===== src/design/rtcm_pkg.sv =====
// Shared types, codes and byte conversions for the three-wire RTC register master.
// No dependencies; used by the engine and the top level.
package rtcm_pkg;

  localparam int unsigned ValueW = 8;
  localparam int unsigned BitCntW = 4;
  localparam int unsigned CfgIndexW = 2;

  // Request codes carried by req_type.
  localparam logic [1:0] REQ_TICK  = 2'd0;
  localparam logic [1:0] REQ_READ  = 2'd1;
  localparam logic [1:0] REQ_WRITE = 2'd2;

  // Read decode modes.
  localparam logic [1:0] DEC_RAW  = 2'd0;
  localparam logic [1:0] DEC_BCD  = 2'd1;
  localparam logic [1:0] DEC_HOUR = 2'd2;

  // Configuration register indexes.
  localparam logic [CfgIndexW-1:0] CFG_HALF_PERIOD = 2'd0;
  localparam logic [CfgIndexW-1:0] CFG_CE_SETUP    = 2'd1;

  localparam logic [ValueW-1:0] CMD_READ_BASE  = 8'h81;
  localparam logic [ValueW-1:0] CMD_WRITE_BASE = 8'h80;

  localparam logic [ValueW-1:0] HALF_PERIOD_RESET = 8'd1;
  localparam logic [ValueW-1:0] CE_SETUP_RESET    = 8'd3;

  typedef enum logic [2:0] {
    PH_IDLE,
    PH_SETUP,
    PH_CMD,
    PH_WDATA,
    PH_RDATA
  } phase_t;

  typedef struct packed {
    logic [1:0]        req_type;
    logic [4:0]        reg_index;
    logic [ValueW-1:0] write_value;
    logic              write_encode;
    logic [1:0]        read_decode;
    logic              data_pin_in;
  } item_t;

  typedef struct packed {
    logic              clk_pin;
    logic              data_pin_out;
    logic              data_pin_drive;
    logic              ce_pin;
    logic              busy_res;
    logic              done_res;
    logic              request_rejected;
    logic [ValueW-1:0] read_raw;
    logic [ValueW-1:0] read_value;
  } result_t;

  // Decimal to BCD. The tens digit comes from a reciprocal multiply, exact for
  // all 8-bit values; above 99 the tens quotient wraps into the high nibble.
  function automatic logic [ValueW-1:0] to_bcd(input logic [ValueW-1:0] v);
    logic [15:0] prod;
    logic [4:0]  tens;
    logic [7:0]  ones;
    prod = 16'(v) * 16'd205;
    tens = prod[15:11];
    ones = v - (8'(tens) * 8'd10);
    return {tens[3:0], ones[3:0]};
  endfunction

  function automatic logic [ValueW-1:0] decode_byte(input logic [ValueW-1:0] v,
                                                     input logic [1:0] mode);
    logic [ValueW-1:0] r;
    r = v;
    case (mode)
      DEC_BCD: begin
        r = ({4'd0, v[7:4]} * 8'd10) + {4'd0, v[3:0]};
      end
      DEC_HOUR: begin
        // In 12-hour mode bit 5 is the PM flag and counts as twelve hours.
        if (v[7]) begin
          r = {4'd0, v[3:0]} + (v[4] ? 8'd10 : 8'd0) + (v[5] ? 8'd12 : 8'd0);
        end else begin
          r = {4'd0, v[3:0]} + ({6'd0, v[5:4]} * 8'd10);
        end
      end
      default: r = v;
    endcase
    return r;
  endfunction

endpackage


===== src/design/rtcm_engine.sv =====
// Bus sequencer of the RTC register master: phase, tick and bit counters,
// shift registers and the last read byte. Depends on rtcm_pkg.
module rtcm_engine (
  input  logic                      clk,
  input  logic                      rst,
  input  logic                      step,
  input  rtcm_pkg::item_t           item,
  input  logic [rtcm_pkg::ValueW-1:0] half_period_ticks,
  input  logic [rtcm_pkg::ValueW-1:0] ce_setup_ticks,
  output rtcm_pkg::result_t         result
);
  import rtcm_pkg::*;

  phase_t              phase, phase_next;
  logic [ValueW-1:0]   tick_count, tick_count_next;
  logic [BitCntW-1:0]  bit_count, bit_count_next;
  logic [ValueW-1:0]   command_shift, command_shift_next;
  logic [ValueW-1:0]   data_shift, data_shift_next;
  logic                is_read, is_read_next;
  logic [1:0]          decode_mode, decode_mode_next;
  logic [ValueW-1:0]   last_read, last_read_next;
  logic [ValueW-1:0]   last_value, last_value_next;
  logic                clk_high, clk_high_next;

  logic                is_req;
  logic                done;
  logic [ValueW-1:0]   half;
  logic [ValueW-1:0]   tick_inc;
  logic [BitCntW-1:0]  bit_inc;

  assign is_req   = (item.req_type == REQ_READ) || (item.req_type == REQ_WRITE);
  assign half     = (half_period_ticks == '0) ? ValueW'(1) : half_period_ticks;
  assign tick_inc = tick_count + ValueW'(1);
  assign bit_inc  = bit_count + BitCntW'(1);

  always_comb begin
    phase_next         = phase;
    tick_count_next    = tick_count;
    bit_count_next     = bit_count;
    command_shift_next = command_shift;
    data_shift_next    = data_shift;
    is_read_next       = is_read;
    decode_mode_next   = decode_mode;
    last_read_next     = last_read;
    last_value_next    = last_value;
    clk_high_next      = clk_high;
    done               = 1'b0;
    unique case (phase)
      PH_IDLE: begin
        if (is_req) begin
          is_read_next       = (item.req_type == REQ_READ);
          decode_mode_next   = item.read_decode;
          command_shift_next = ((item.req_type == REQ_READ) ? CMD_READ_BASE : CMD_WRITE_BASE)
                               | {2'b00, item.reg_index, 1'b0};
          data_shift_next    = item.write_encode ? to_bcd(item.write_value)
                                                 : item.write_value;
          tick_count_next    = '0;
          if (ce_setup_ticks == '0) begin
            phase_next     = PH_CMD;
            bit_count_next = '0;
            clk_high_next  = 1'b0;
          end else begin
            phase_next = PH_SETUP;
          end
        end
      end
      PH_SETUP: begin
        tick_count_next = tick_inc;
        if (tick_inc >= ce_setup_ticks) begin
          phase_next      = PH_CMD;
          tick_count_next = '0;
          bit_count_next  = '0;
          clk_high_next   = 1'b0;
        end
      end
      PH_CMD, PH_WDATA, PH_RDATA: begin
        tick_count_next = tick_inc;
        if (tick_inc >= half) begin
          tick_count_next = '0;
          if (!clk_high) begin
            // Read data is sampled on the tick that raises the clock.
            if (phase == PH_RDATA) begin
              data_shift_next = {item.data_pin_in, data_shift[ValueW-1:1]};
            end
            clk_high_next = 1'b1;
          end else begin
            clk_high_next  = 1'b0;
            bit_count_next = bit_inc;
            if (phase == PH_CMD) begin
              command_shift_next = command_shift >> 1;
            end else if (phase == PH_WDATA) begin
              data_shift_next = data_shift >> 1;
            end
            if (bit_inc[BitCntW-1]) begin
              if (phase == PH_CMD) begin
                bit_count_next = '0;
                if (is_read) begin
                  data_shift_next = '0;
                  phase_next      = PH_RDATA;
                end else begin
                  phase_next = PH_WDATA;
                end
              end else begin
                if (phase == PH_RDATA) begin
                  last_read_next  = data_shift;
                  last_value_next = decode_byte(data_shift, decode_mode);
                end
                phase_next     = PH_IDLE;
                bit_count_next = '0;
                done           = 1'b1;
              end
            end
          end
        end
      end
      default: begin
        phase_next      = PH_IDLE;
        tick_count_next = '0;
        bit_count_next  = '0;
        clk_high_next   = 1'b0;
      end
    endcase
  end

  // Pin levels follow the state after this tick's update.
  always_comb begin
    result                  = '0;
    result.busy_res         = (phase_next != PH_IDLE);
    result.done_res         = done;
    result.request_rejected = is_req && (phase != PH_IDLE);
    result.read_raw         = last_read_next;
    result.read_value       = last_value_next;
    unique case (phase_next)
      PH_SETUP: begin
        result.ce_pin         = 1'b1;
        result.data_pin_drive = 1'b1;
      end
      PH_CMD: begin
        result.ce_pin         = 1'b1;
        result.data_pin_drive = 1'b1;
        result.clk_pin        = clk_high_next;
        result.data_pin_out   = command_shift_next[0];
      end
      PH_WDATA: begin
        result.ce_pin         = 1'b1;
        result.data_pin_drive = 1'b1;
        result.clk_pin        = clk_high_next;
        result.data_pin_out   = data_shift_next[0];
      end
      PH_RDATA: begin
        result.ce_pin  = 1'b1;
        result.clk_pin = clk_high_next;
      end
      default: begin
        result.ce_pin = 1'b0;
      end
    endcase
  end

  always_ff @(posedge clk) begin
    if (rst) begin
      phase         <= PH_IDLE;
      tick_count    <= '0;
      bit_count     <= '0;
      command_shift <= '0;
      data_shift    <= '0;
      is_read       <= 1'b0;
      decode_mode   <= DEC_RAW;
      last_read     <= '0;
      last_value    <= '0;
      clk_high      <= 1'b0;
    end else if (step) begin
      phase         <= phase_next;
      tick_count    <= tick_count_next;
      bit_count     <= bit_count_next;
      command_shift <= command_shift_next;
      data_shift    <= data_shift_next;
      is_read       <= is_read_next;
      decode_mode   <= decode_mode_next;
      last_read     <= last_read_next;
      last_value    <= last_value_next;
      clk_high      <= clk_high_next;
    end
  end

endmodule


===== src/design/three_wire_rtc_register_master.sv =====
// Top level of the three-wire RTC register master: input register, config
// registers, sequencer and output register. Depends on rtcm_pkg and rtcm_engine.
//
// Each input word is one timing tick, optionally carrying a read or write
// request, and produces exactly one result word with the bus pin levels and
// status after that tick. A word passes through one input register and one
// output register before its result word is presented. A new word is accepted
// in every cycle as long as the output side keeps taking results; the sequencer
// state is updated once per word. Bus timing is counted in words, not clock
// cycles: chip enable leads the first bit by ce_setup_ticks words and each
// serial clock half lasts half_period_ticks words. Configuration writes are
// taken at any time but should only be made while no transfer is running.
module three_wire_rtc_register_master (
  input  logic                            clk,
  input  logic                            rst,
  input  logic                            in_valid,
  output logic                            in_ready,
  input  logic [1:0]                      req_type,
  input  logic [4:0]                      reg_index,
  input  logic [rtcm_pkg::ValueW-1:0]     write_value,
  input  logic                            write_encode,
  input  logic [1:0]                      read_decode,
  input  logic                            data_pin_in,
  output logic                            out_valid,
  input  logic                            out_ready,
  output logic                            clk_pin,
  output logic                            data_pin_out,
  output logic                            data_pin_drive,
  output logic                            ce_pin,
  output logic                            busy_res,
  output logic                            done_res,
  output logic                            request_rejected,
  output logic [rtcm_pkg::ValueW-1:0]     read_raw,
  output logic [rtcm_pkg::ValueW-1:0]     read_value,
  input  logic                            cfg_valid,
  output logic                            cfg_ready,
  input  logic [rtcm_pkg::CfgIndexW-1:0]  cfg_index,
  input  logic [rtcm_pkg::ValueW-1:0]     cfg_data
);
  import rtcm_pkg::*;

  logic              stage_valid;
  item_t             stage_item;
  logic              advance;
  result_t           result;
  result_t           out_word;
  logic [ValueW-1:0] half_period_ticks;
  logic [ValueW-1:0] ce_setup_ticks;

  assign advance   = stage_valid && (!out_valid || out_ready);
  assign in_ready  = !stage_valid || advance;
  assign cfg_ready = 1'b1;

  always_ff @(posedge clk) begin
    if (rst) begin
      half_period_ticks <= HALF_PERIOD_RESET;
      ce_setup_ticks    <= CE_SETUP_RESET;
    end else if (cfg_valid) begin
      unique case (cfg_index)
        CFG_HALF_PERIOD: half_period_ticks <= cfg_data;
        CFG_CE_SETUP:    ce_setup_ticks    <= cfg_data;
        default: ;
      endcase
    end
  end

  always_ff @(posedge clk) begin
    if (rst) begin
      stage_valid <= 1'b0;
    end else if (in_ready) begin
      stage_valid <= in_valid;
    end
  end

  always_ff @(posedge clk) begin
    if (in_valid && in_ready) begin
      stage_item <= '{req_type:     req_type,
                      reg_index:    reg_index,
                      write_value:  write_value,
                      write_encode: write_encode,
                      read_decode:  read_decode,
                      data_pin_in:  data_pin_in};
    end
  end

  rtcm_engine u_engine (
    .clk               (clk),
    .rst               (rst),
    .step              (advance),
    .item              (stage_item),
    .half_period_ticks (half_period_ticks),
    .ce_setup_ticks    (ce_setup_ticks),
    .result            (result)
  );

  always_ff @(posedge clk) begin
    if (rst) begin
      out_valid <= 1'b0;
    end else if (advance) begin
      out_valid <= 1'b1;
    end else if (out_ready) begin
      out_valid <= 1'b0;
    end
  end

  always_ff @(posedge clk) begin
    if (advance) begin
      out_word <= result;
    end
  end

  assign clk_pin          = out_word.clk_pin;
  assign data_pin_out     = out_word.data_pin_out;
  assign data_pin_drive   = out_word.data_pin_drive;
  assign ce_pin           = out_word.ce_pin;
  assign busy_res         = out_word.busy_res;
  assign done_res         = out_word.done_res;
  assign request_rejected = out_word.request_rejected;
  assign read_raw         = out_word.read_raw;
  assign read_value       = out_word.read_value;

endmodule


===== config.mk =====
export PLATFORM = sky130hd
export DESIGN_NAME = three_wire_rtc_register_master
export DESIGN_NICKNAME = d
export VERILOG_FILES = /design/src/design/rtcm_pkg.sv /design/src/design/rtcm_engine.sv /design/src/design/three_wire_rtc_register_master.sv
export SDC_FILE = /design/constraint.sdc
export NUM_CORES = 1
export LEC_CHECK = 0
export BUFFER_PORTS_ARGS = -buffer_cell sky130_fd_sc_hd__buf_2
export CORE_ASPECT_RATIO = 0.8
export CORE_MARGIN = 2
export CORE_UTILIZATION = 49
export DETAILED_ROUTE_END_ITERATION = 10
export PLACE_DENSITY = 0.68
export SETUP_SLACK_MARGIN = 0.3
export SLEW_MARGIN = 20
export SYNTH_ARGS = -nofsm -noshare
export SYNTH_HDL_FRONTEND = slang
export SYNTH_SLANG_ARGS = --single-unit
export TNS_END_PERCENT = 20

===== constraint.sdc =====
create_clock -name clk -period 9.6 [get_ports clk]
set_input_delay 0 -clock clk [delete_from_list [all_inputs] [get_ports clk]]
set_output_delay 0 -clock clk [all_outputs]
set_load 0.005 [all_outputs]

==> results of run 1 <==
[cells by family (layout without fill, tap and decap cells)]
group,after synthesis,count (layout),share of synthesized area
other,1,1,0.000551
AND/OR/NAND/NOR,229,229,0.157
buffers and inverters,81,159,0.0487
AO/OA/AOI/OAI,150,150,0.151
XOR/XNOR,22,22,0.0304
multiplexers,31,31,0.0482
flip-flops,110,110,0.386
adder cells (fa/ha/maj),88,88,0.178
[state kept, by name, summed over array words and instances (netlist names), 2 cells and up]
name / cells
u_engine.tick_count: 8
u_engine.last_read: 8
read_value: 8
u_engine.command_shift: 8
half_period_ticks: 8
ce_setup_ticks: 8
read_raw: 8
u_engine.phase: 3
u_engine.decode_mode: 2
u_engine.data_shift: 8
u_engine.last_value: 8
stage_item: 19
u_engine.bit_count: 3
[worst paths after layout]
| path | to | slack, ns | cells after the start |
|---|---|---|---|
| max | u_engine.data_shift[3]$_SDFFE_PP0P_ | 4.21 | 20 |
| min | half_period_ticks[5]$_SDFFE_PP0P_ | 0.19 | 5 |
| max reg2reg | u_engine.data_shift[3]$_SDFFE_PP0P_ | 4.21 | 20 |
| min reg2reg | u_engine.last_read[7]$_SDFFE_PP0P_ | 0.46 | 2 |
[where the power goes]
| group | internal (uW) | switching [uW] |
|---|---|---|
| sequential | 503 | 16.7 |
| clock | 180 | 177 |
| combinational | 145 | 172 |
[layer usage]
| layer | wire, um | up-vias | track usage |
|---|---|---|---|
| met2 | 6910 | 170 | 0.332 |
| met4 | 163 | 0 | 0.0513 |
| met5 | 0 | - | 0 |
| met3 | 835 | 20 | 0.0387 |
| met1 | 7210 | 2526 | 0.309 |
| li1 | - | 2666 | - |
[placed cells by master (no fill, tap or decap), types with 10 or more instances in the layout]
cell type and n:
fa_1 15, nand3_1 10, mux2_2 11, a21oi_1 51, nor2_1 68, edfxtp_1 42, o21ai_0 18, nand2_1 81
nand4_1 11, buf_2 58, dlygate4sd3_1 29, a31oi_1 11, nor3_1 10, nor2b_1 11, mux2i_1 17, dfxtp_1 68
xnor2_1 15, inv_1 52, ha_1 73
[tightest hold or removal path, delay by kind of cell]
kind	cells	cell delay, ns
buffers and inverters	2	0.26
AOI/OAI and AO/OA	1	0.15
and+or+nand+nor	2	0.08
[per-stage QoR]
step | area [sq um] | setup WS (ns) | hold WS (ns)
after CTS | 7780 | 4.20 | 0.174
after floorplan | 6800 | 4.52 | 0.0989
after global placement | 7210 | 4.30 | 0.177
final | 7780 | 4.21 | 0.190
after global routing | 7780 | 3.87 | 0.189
after detailed placement | 7210 | 4.23 | 0.178
[cell type report]
| cell class | instances | area (sq um) | share of cell area |
|---|---|---|---|
| Clock buffer | 9 | 225 | 0.0290 |
| Tap cell | 180 | 225 | 0.0290 |
| Clock inverter | 7 | 55.1 | 0.00708 |
| Sequential cell | 110 | 2620 | 0.337 |
| Timing Repair Buffer | 90 | 603 | 0.0775 |
| Inverter | 53 | 199 | 0.0256 |
| Multi-Input combinational cell | 521 | 3850 | 0.495 |
[what timing repair did]
action / CTS / global route
endpoints found under the hold margin: 37 / 0
gates resized for setup: 0 / 0
buffers inserted: 0 / 0
hold buffers: 29 / 0
==> metrics.md, run 1 <==
| Metric | Value |
|---|---|
| Status | finished, final reports clean |
| Critical-path maximum fanout | 5 |
| Leak | 0.00333 uW |
| Hold Crit Start | cfg_index[1] |
| Fmax | 0.186 GHz |
| DR vias | 5382 |
| Max VDD drop | 120 uV |
| Mapped Area | 6800 sq um |
| Fin cells | 970 |
| Worst R2R Start | stage_item[6]$_DFFE_PP_ |
| Top-area cell type share of the netlist area | 0.200 |
| Starting density of the core | 0.502 |
| Final setup TNS | 0 ns |
| Initial antenna violation count | 0 |
| Crit path from | stage_item[6]$_DFFE_PP_ |
| DR WL/cell | 15.6 um |
| Synthesized Nets | 834 |
| CP Capture Type | flip-flop |
| Synth cell types | 75 |
| Synth warn | 0 |
| H-tree levels | 3 |
| CTS tree | yes |
| Core box area | 13600 sq um |
| Largest net degree at the start of global routing | 67 |
| Std-Cell Rows | 38 |
| RSZ-0062 raised after global routing | false |
| WS Path Type | reg -> reg |
| Post-DP HPWL | 11100 um |
| Avg Cell Area, Syn | 9.55 sq um |
| Die width | 136 um |
| Sink Count | 110 |
| Reg clk slew, reported paths | 0.07 ns |
| Synthesized flop and latch total | 110 |
| Cell count after synthesis | 712 |
| Most frequent CP cell | ha_1 |
| Final setup viols | 0 |
| Total Die Area | 14800 sq um |
| Gr ovfl total | 0 |
| Max Buffers Root-to-Sink | 2 |
| FFs w/ async S/R, synth | 0 |
| Detailed-route DRC error count | 0 |
| CP cell instances | ha_1 > xor2_1 > ha_1 > fa_1 > inv_1 > fa_1 > inv_1 > ha_1 > a211oi_2 > nor2_1 > a211oi_4 > xnor2_1 > ha_1 > inv_1 > fa_1 > xnor3_1 > and4_4 > or3_1 > a21oi_1 > o221a_1 |
| Inst Count DP | 925 |
| Crit path required time | 9.89 ns |
| Post-synth top cells | nand2_1, ha_1, dfxtp_1, nor2_1, inv_1 |
| Max incr delay on CP | 0.53 ns |
| Clk Latency, worst-skew pair | 0.35 ns |
| Final Slew Violations | 0 |
| Initial DRC Count | 406 |
| Core Util, Final | 0.574 |
| Top-count cell post-synth | nand2_1 |
| CTS buffer count | 9 |
| Buffers on Ports | 58 |
| Power Total | 1190 uW |
| Cell taking the most area after synthesis | dfxtp_1 |
| Vias in the first global route | 5029 |
| Period utilization | 0.561 |
| Final min period | 5.39 ns |
| Vias per cell | 5.55 |
| Seq/Total Area, Yosys | 0.386 |
| EDFF count, synth | 42 |
| Final GP Congestion | 0.890 |
| Power Dens Cells | 153 nW/um^2 |
| Worst Hold Class | in -> reg |
| Fill count | 1172 |
| Slew HR | 0.335 |
| Layout net count | 907 |
| Top delay family on crit path | adder cells |
| Antenna cells | 0 |
| Area Overhead vs Synth | 14.3% |
| Final wirelength | 15100 um |
| Crit path launch type | flip-flop |
| First-pass GRT wire length | 25000 um |
| Buf+Inv Stages, Crit Path | 3 |
| Final antenna-violating net count | 0 |
| Drt pass-1 iters | 5 |
| Max Cap Viol | 0 |
| Share of post-route cells with drive strength above 1 | 0.133 |
| All-Layer GR Usage | 0.213 |
| Worst Tran Pin Value | 0.997 ns |
| Critical Path AT | 5.68 ns |
| Die height | 109 um |
| Final hold vios | 0 |
| Worst Skew | 0.0115 ns |
| Synth area leaders | dfxtp_1, edfxtp_1, ha_1 |
| Root buffer cell | clkbuf_16 |
| Io pins | 60 |
| CP max-delay cell | fa_1 |
| Most used DFF post-synth | dfxtp_1 |
Power figures use the tool's default switching activity.
==> run 2, diff against run 1 <==
--- a/config.mk
+++ b/config.mk
@@ -5,12 +5,13 @@
 export SDC_FILE = /design/constraint.sdc
 export NUM_CORES = 1
 export LEC_CHECK = 0
+export ABC_AREA = 1
 export BUFFER_PORTS_ARGS = -buffer_cell sky130_fd_sc_hd__buf_2
 export CORE_ASPECT_RATIO = 0.8
 export CORE_MARGIN = 2
 export CORE_UTILIZATION = 49
 export DETAILED_ROUTE_END_ITERATION = 10
-export PLACE_DENSITY = 0.68
+export PLACE_DENSITY = 0.67
 export SETUP_SLACK_MARGIN = 0.3
 export SLEW_MARGIN = 20
 export SYNTH_ARGS = -nofsm -noshare
==> constraint.sdc (replaced) <==
create_clock -name clk -period 5.43 [get_ports clk]
set_input_delay 0 -clock clk [delete_from_list [all_inputs] [get_ports clk]]
set_output_delay 0 -clock clk [all_outputs]
set_load 0.005 [all_outputs]
==> run 2 against run 1 <==
Largest power group unchanged. Worst hold slack worse by 0.16 ns. Worst setup slack worse by 3.4 ns. Fmax is 17% higher. Utilization is 0.27 points higher. Global-route usage is 0.39 points higher. Register-to-register slack worse by 3.4 ns.
==> metrics.md, run 2 <==
| Metric | Value |
|---|---|
| Status | finished, final reports clean (unchanged) |
| Post-synth top cells | nand2_1, inv_1, ha_1, dfxtp_1, nor2_1 (was nand2_1, ha_1, dfxtp_1, nor2_1, inv_1) |
| Buffers on Ports | 58 (unchanged) |
| Finished Cell Area | 8300 sq um (was 7780 sq um) |
| Max Buffers Root-to-Sink | 2 (unchanged) |
| Worst R2R Start | stage_item[6]$_DFFE_PP_ (unchanged) |
| Final setup TNS | 0 ns (unchanged) |
| Sequential cell area | 2620 sq um (unchanged) |
| Fill count | 1282 (was 1172) |
| Synth area leaders | dfxtp_1, edfxtp_1, ha_1 (unchanged) |
| # hold bufs at CTS | 32 (was 29) |
| Sink Count | 110 (unchanged) |
| Initial DRC Count | 545 (was 406) |
| Synthesized Nets | 1014 (was 834) |
| Synth warn | 0 (unchanged) |
| Reg clk slew, reported paths | 0.08 ns (was 0.07 ns) |
| Area after DPL | 7700 sq um (was 7210 sq um) |
| Layout net count | 1094 (was 907) |
| Max VDD drop | 194 uV (was 120 uV) |
| Final setup viols | 0 (unchanged) |
| Vias in the first global route | 5591 (was 5029) |
| Hold Path Cell Cnt | 5 (unchanged) |
| Worst Skew | 0.0128 ns (was 0.0115 ns) |
| Total Die Area | 15900 sq um (was 14800 sq um) |
| Final min period | 4.62 ns (was 5.39 ns) |
| CP Capture Type | flip-flop (unchanged) |
| Cell count after synthesis | 892 (was 712) |
| Final GP Congestion | 0.887 (was 0.890) |
| Std-Cell Rows | 39 (was 38) |
| Top-count cell post-synth | nand2_1 (unchanged) |
| Area Overhead vs Synth | 14.0% (was 14.3%) |
| Vias per cell | 5.23 (was 5.55) |
| Worst Hold Class | in -> reg (unchanged) |
| EDFF count, synth | 42 (unchanged) |
| Multi-input logic area | 3990 sq um (was 3850 sq um) |
| Period utilization | 0.851 (was 0.561) |
| Clk Latency, worst-skew pair | 0.36 ns (was 0.35 ns) |
| All-Layer GR Usage | 0.217 (was 0.213) |
| DR vias | 6074 (was 5382) |
| Final antenna-violating net count | 0 (unchanged) |
| Max Cap Viol | 0 (unchanged) |
| Avg Cell Area, Syn | 8.17 sq um (was 9.55 sq um) |
| CTS buffer count | 9 (unchanged) |
| FFs w/ async S/R, synth | 0 (unchanged) |
| Most frequent cells in the layout | nand2_1, inv_1, ha_1 (was nand2_1, ha_1, nor2_1, dfxtp_1, buf_2) |
| Die width | 140 um (was 136 um) |
| RSZ-0062 raised after global routing | false (unchanged) |
| R2R setup slack | 0.81 ns (was 4.21 ns) |
| Io pins | 60 (unchanged) |
| Crit path launch type | flip-flop (unchanged) |
| Crit path required time | 5.68 ns (was 9.89 ns) |
| Fmax | 0.216 GHz (was 0.186 GHz) |
| Gr ovfl total | 0 (unchanged) |
| Cell taking the most area after synthesis | dfxtp_1 (unchanged) |
| Synth cell types | 54 (was 75) |
| Critical-path maximum fanout | 5 (unchanged) |
| Worst Hold End | ce_setup_ticks[0]$_SDFFE_PP1P_ (was half_period_ticks[5]$_SDFFE_PP0P_) |
| Worst Tran Pin Value | 1.06 ns (was 0.997 ns) |
| Mapped Area | 7280 sq um (was 6800 sq um) |
| Drt pass-1 iters | 5 (unchanged) |
| Share of post-route cells with drive strength above 1 | 0.139 (was 0.133) |
| Starting density of the core | 0.506 (was 0.502) |
| CTS tree | yes (unchanged) |
| Post-DP HPWL | 12200 um (was 11100 um) |
| Final Slew Violations | 0 (unchanged) |
| Core box area | 14400 sq um (was 13600 sq um) |
| Power Dens Cells | 279 nW/um^2 (was 153 nW/um^2) |
| Final wirelength | 16500 um (was 15100 um) |
| Most used DFF post-synth | dfxtp_1 (unchanged) |
| Critical Path AT | 4.88 ns (was 5.68 ns) |
| Leak | 0.00391 uW (was 0.00333 uW) |
| H-tree levels | 3 (unchanged) |
| Worst reg2reg path depth | 22 (was 20) |
| Top-area cell type share of the netlist area | 0.187 (was 0.200) |
| Detailed-route DRC error count | 0 (unchanged) |
| Final hold vios | 0 (unchanged) |
| Largest net degree at the start of global routing | 47 (was 67) |
| Die height | 113 um (was 109 um) |
| Commonest non-fill, non-tap cell in the layout | nand2_1 (unchanged) |
| WS Path Type | reg -> reg (unchanged) |
| Max FFs per register | 19 (unchanged) |
| Critical R2R Capture | u_engine.data_shift[2]$_SDFFE_PP0P_ (was u_engine.data_shift[3]$_SDFFE_PP0P_) |
| Antenna cells | 0 (unchanged) |
| Post-CTS Setup Inserts | 0 (unchanged) |
| Most flop-heavy register | stage_item (unchanged) |
| Post-cts repair resize count | 0 (unchanged) |
| Synthesized flop and latch total | 110 (unchanged) |
| Initial antenna violation count | 0 (unchanged) |
| First-pass GRT wire length | 27800 um (was 25000 um) |
| Root buffer cell | clkbuf_16 (unchanged) |
| DR WL/cell | 14.2 um (was 15.6 um) |
| Slew HR | 0.290 (was 0.335) |
| Seq/Total Area, Yosys | 0.360 (was 0.386) |
| Hold Crit Start | cfg_index[0] (was cfg_index[1]) |
==> run 2: changes by cell type after synthesis, moves of 13 or more <==
cell / previous run / this run
inv_1: 52 / 133
a21oi_1: 51 / 64
nand3_1: 10 / 45
mux2i_1: 17 / 0
nand2_1: 81 / 151
o21ai_0: 18 / 54
==> run 2: how the worst max path moves through the flow <==
stage,slack [ns],to,cells past startpoint,from
after CTS,0.82,u_engine.data_shift[2]$_SDFFE_PP0P_,22,stage_item[6]$_DFFE_PP_
final,0.81,u_engine.data_shift[2]$_SDFFE_PP0P_,22,stage_item[6]$_DFFE_PP_
after global routing,0.50,u_engine.data_shift[2]$_SDFFE_PP0P_,22,stage_item[6]$_DFFE_PP_
after floorplan,1.11,u_engine.data_shift[2]$_SDFFE_PP0P_,22,stage_item[6]$_DFFE_PP_
after global placement,0.92,u_engine.data_shift[2]$_SDFFE_PP0P_,22,stage_item[6]$_DFFE_PP_
after detailed placement,0.82,u_engine.data_shift[2]$_SDFFE_PP0P_,22,stage_item[6]$_DFFE_PP_
==> run 2: where the power goes <==
part	total [uW]	switching [uW]	internal, uW	leakage (uW)
Sequential	946	39.6	906	0.000961
Combinational	739	464	275	0.00281
Clock	635	316	319	0.000136
Total	2320	819	1500	0.00391
==> run 2: routing by layer <==
metal | GRT usage | share of wire
met4 | 0.0391 | 0.0092
met3 | 0.0406 | 0.063
met5 | 0 | 0
met1 | 0.340 | 0.53
met2 | 0.313 | 0.40
==> run 2: per-stage QoR <==
stage	hold slack, ns	utilization	instances	worst slack (ns)	power, uW
after floorplan	0.0989	-	892	1.11	1500
after global placement	0.177	0.535	1113	0.921	1670
after detailed placement	0.178	0.535	1113	0.819	1670
after CTS	0.0302	0.577	1161	0.817	2330
after global routing	0.0500	0.577	1161	0.500	2490
final	0.0318	0.577	1161	0.808	2320
==> run 2: critical path: stages (launching register included) <==
cell and delay, ns:
edfxtp_1 0.50, ha_1 0.37, xor2_1 0.16, ha_1 0.29, fa_1 0.50, inv_1 0.05
fa_1 0.53, inv_1 0.04, ha_1 0.32, a21oi_1 0.19, nor2_1 0.06, nor2_1 0.15
nand2_1 0.10, nand2_1 0.06, nand2_1 0.09, ha_1 0.19, inv_1 0.06, fa_1 0.40
nand2_1 0.07, nand2_1 0.05, nand2_1 0.06, o211ai_1 0.08, o21a_1 0.17
==> run 2: cells by family (layout without fill, tap and decap cells) <==
kind of cell,Yosys count,in the layout,synth area share
flip-flops,110,110,0.360
AND/OR/NAND/NOR,313,313,0.201
buffers and inverters,169,254,0.0929
AO/OA/AOI/OAI,195,195,0.160
XOR/XNOR,16,16,0.0192
adder cells (fa/ha/maj),88,88,0.167
other,1,1,0.000515
==> run 2: final cells by class <==
type	count	area share
multi-input cells	613	0.480
flip-flops and latches	110	0.316
repair buffers	91	0.0745
inverters	147	0.0681
well taps	184	0.0277
clock buffers	10	0.0276
clock inverters	6	0.00618
==> run 3, diff against run 2 <==
--- a/config.mk
+++ b/config.mk
@@ -9,9 +9,8 @@
 export BUFFER_PORTS_ARGS = -buffer_cell sky130_fd_sc_hd__buf_2
 export CORE_ASPECT_RATIO = 0.8
 export CORE_MARGIN = 2
-export CORE_UTILIZATION = 49
+export CORE_UTILIZATION = 40
 export DETAILED_ROUTE_END_ITERATION = 10
-export PLACE_DENSITY = 0.67
 export SETUP_SLACK_MARGIN = 0.3
 export SLEW_MARGIN = 20
 export SYNTH_ARGS = -nofsm -noshare
==> constraint.sdc (replaced) <==
create_clock -name clk -period 5.9 [get_ports clk]
set_input_delay 0 -clock clk [delete_from_list [all_inputs] [get_ports clk]]
set_output_delay 0 -clock clk [all_outputs]
set_load 0.005 [all_outputs]
==> run 3 against run 2 <==
Critical path depth unchanged. Via count down 0.82%. Power down 6.7%. Utilization down 11 points. Worst hold slack better by 0.22 ns. First-iteration DRC count down 18%. Die area up 22%. Flip-flop and latch count unchanged. Non-clock buffer count up 3. Sequential share of layout area down 0.40 points. Sequential power down 7.9%. Largest cell class unchanged. Highest routed layer unchanged.
==> metrics.md, run 3 (synthesized netlist as in run 2, its figures left out) <==
| Metric | Value |
|---|---|
| H-tree levels | 3 (unchanged) |
| # hold bufs at CTS | 35 (was 32) |
| R2R setup slack | 1.30 ns (was 0.81 ns) |
| Worst Skew | 0.0126 ns (was 0.0128 ns) |
| Critical R2R Capture | u_engine.data_shift[2]$_SDFFE_PP0P_ (unchanged) |
| Std-Cell Rows | 44 (was 39) |
| Hold Path Cell Cnt | 2 (was 5) |
| Power Total | 2160 uW (was 2320 uW) |
| Buffers on Ports | 58 (unchanged) |
| Fmax | 0.217 GHz (was 0.216 GHz) |
| Initial DRC Count | 445 (was 545) |
| Core box area | 18000 sq um (was 14400 sq um) |
| Gr ovfl total | 0 (unchanged) |
| Total Die Area | 19300 sq um (was 15900 sq um) |
| Vias per cell | 4.98 (was 5.23) |
| Commonest non-fill, non-tap cell in the layout | nand2_1 (unchanged) |
| Sink Count | 110 (unchanged) |
| Leak | 0.00393 uW (was 0.00391 uW) |
| WS Path Type | reg -> reg (unchanged) |
| Crit path required time | 6.15 ns (was 5.68 ns) |
| Final GP Congestion | 0.830 (was 0.887) |
| Worst Tran Pin Value | 1.00 ns (was 1.06 ns) |
| Core Util, Final | 0.467 (was 0.577) |
| Crit path launch type | flip-flop (unchanged) |
| Worst R2R Start | stage_item[6]$_DFFE_PP_ (unchanged) |
| Vias in the first global route | 5466 (was 5591) |
| CTS buffer count | 9 (unchanged) |
| All-Layer GR Usage | 0.180 (was 0.217) |
| Final min period | 4.60 ns (was 4.62 ns) |
| Final setup TNS | 0 ns (unchanged) |
| CP Capture Type | flip-flop (unchanged) |
| Critical Path AT | 4.85 ns (was 4.88 ns) |
| Final Slew Violations | 0 (unchanged) |
| Slew HR | 0.331 (was 0.290) |
| Final setup viols | 0 (unchanged) |
| Final antenna-violating net count | 0 (unchanged) |
| Most flop-heavy register | stage_item (unchanged) |
| Post-DP HPWL | 12700 um (was 12200 um) |
| Final wirelength | 16800 um (was 16500 um) |
| Initial antenna violation count | 0 (unchanged) |
| Max Buffers Root-to-Sink | 2 (unchanged) |
| Worst Hold End | u_engine.command_shift[6]$_SDFFE_PP0P_ (was ce_setup_ticks[0]$_SDFFE_PP1P_) |
| Hold Crit Start | rst (was cfg_index[0]) |
| Max FFs per register | 19 (unchanged) |
| DR WL/cell | 13.9 um (was 14.2 um) |
| Layout net count | 1097 (was 1094) |
| Starting density of the core | 0.405 (was 0.506) |
| Worst reg2reg path depth | 22 (unchanged) |
| Most frequent cells in the layout | nand2_1, inv_1, ha_1 (unchanged) |
| Critical-path maximum fanout | 5 (unchanged) |
| Area Overhead vs Synth | 15.4% (was 14.0%) |
| Root buffer cell | clkbuf_16 (unchanged) |
| Drt pass-1 iters | 5 (unchanged) |
| Status | finished, final reports clean (unchanged) |
| Die width | 155 um (was 140 um) |
| Detailed-route DRC error count | 0 (unchanged) |
| DR vias | 6024 (was 6074) |
| Reg clk slew, reported paths | 0.08 ns (about the same) |
| Max Cap Viol | 0 (unchanged) |
| Worst slack, placed | 1.33 ns (was 0.819 ns) |
| Final hold vios | 0 (unchanged) |
| RSZ-0062 raised after global routing | false (unchanged) |
| Period utilization | 0.780 (was 0.851) |
| Post-CTS Setup Inserts | 0 (unchanged) |
| Die height | 125 um (was 113 um) |
| CTS tree | yes (unchanged) |
| Share of post-route cells with drive strength above 1 | 0.141 (was 0.139) |
| Io pins | 60 (unchanged) |
| Worst setup margin | 1.30 ns (was 0.808 ns) |
| Largest net degree at the start of global routing | 47 (unchanged) |
| Max VDD drop | 213 uV (was 194 uV) |
| Power Dens Cells | 257 nW/um^2 (was 279 nW/um^2) |
| Worst Hold Class | in -> reg (unchanged) |
| Post-cts repair resize count | 0 (unchanged) |
| Clk Latency, worst-skew pair | 0.35 ns (was 0.36 ns) |
| First-pass GRT wire length | 27900 um (was 27800 um) |
| Antenna cells | 0 (unchanged) |
[run 3: where the power goes]
| group | switching [uW] | leakage, uW | internal (uW) |
|---|---|---|---|
| clock network | 302 | 0.000146 | 310 |
| registers | 36.7 | 0.000961 | 834 |
| logic | 427 | 0.00282 | 254 |
[run 3: how the worst max path moves through the flow]
stage | startpoint | endpoint | slack (ns) | cells past startpoint
detailed placement | stage_item[6]$_DFFE_PP_ | u_engine.data_shift[2]$_SDFFE_PP0P_ | 1.33 | 22
floorplan | stage_item[6]$_DFFE_PP_ | u_engine.data_shift[2]$_SDFFE_PP0P_ | 1.58 | 22
global route | stage_item[6]$_DFFE_PP_ | u_engine.data_shift[2]$_SDFFE_PP0P_ | 0.94 | 22
global placement | stage_item[6]$_DFFE_PP_ | u_engine.data_shift[2]$_SDFFE_PP0P_ | 1.38 | 22
finish | stage_item[6]$_DFFE_PP_ | u_engine.data_shift[2]$_SDFFE_PP0P_ | 1.30 | 22
CTS | stage_item[6]$_DFFE_PP_ | u_engine.data_shift[2]$_SDFFE_PP0P_ | 1.30 | 22
[run 3: cell type report]
| cell class | count | area, sq um |
|---|---|---|
| Fill cell | 1777 | 9590 |
| Multi-Input combinational cell | 613 | 3990 |
| Sequential cell | 110 | 2620 |
| Timing Repair Buffer | 94 | 648 |
| Inverter | 147 | 566 |
| Tap cell | 230 | 288 |
| Clock buffer | 10 | 239 |
| Clock inverter | 6 | 61.3 |
[run 3: through the flow]
step	std cells	area (sq um)	hold slack [ns]
final	1210	8410	0.251
after global routing	1210	8410	0.262
after CTS	1210	8410	0.219
after detailed placement	1159	7760	0.178
after global placement	1159	7760	0.177
after floorplan	892	7280	0.0989
[run 3: routing by layer]
layer / up-vias / global-route usage / share of wire
li1: 3143 / - / -
met1: 2717 / 0.282 / 0.54
met2: 157 / 0.251 / 0.40
met3: 7 / 0.0365 / 0.045
met4: 0 / 0.0359 / 0.0065
met5: - / 0 / 0
[run 3: worst max-delay path, stage by stage, from the launching register on]
cell and delay (ns):
edfxtp_1 0.51, ha_1 0.37, xor2_1 0.16, ha_1 0.30
fa_1 0.50, inv_1 0.05, fa_1 0.53, inv_1 0.04
ha_1 0.32, a21oi_1 0.19, nor2_1 0.06, nor2_1 0.15
nand2_1 0.09, nand2_1 0.06, nand2_1 0.08, ha_1 0.18
inv_1 0.06, fa_1 0.40, nand2_1 0.07, nand2_1 0.05
nand2_1 0.06, o211ai_1 0.09, o21a_1 0.17
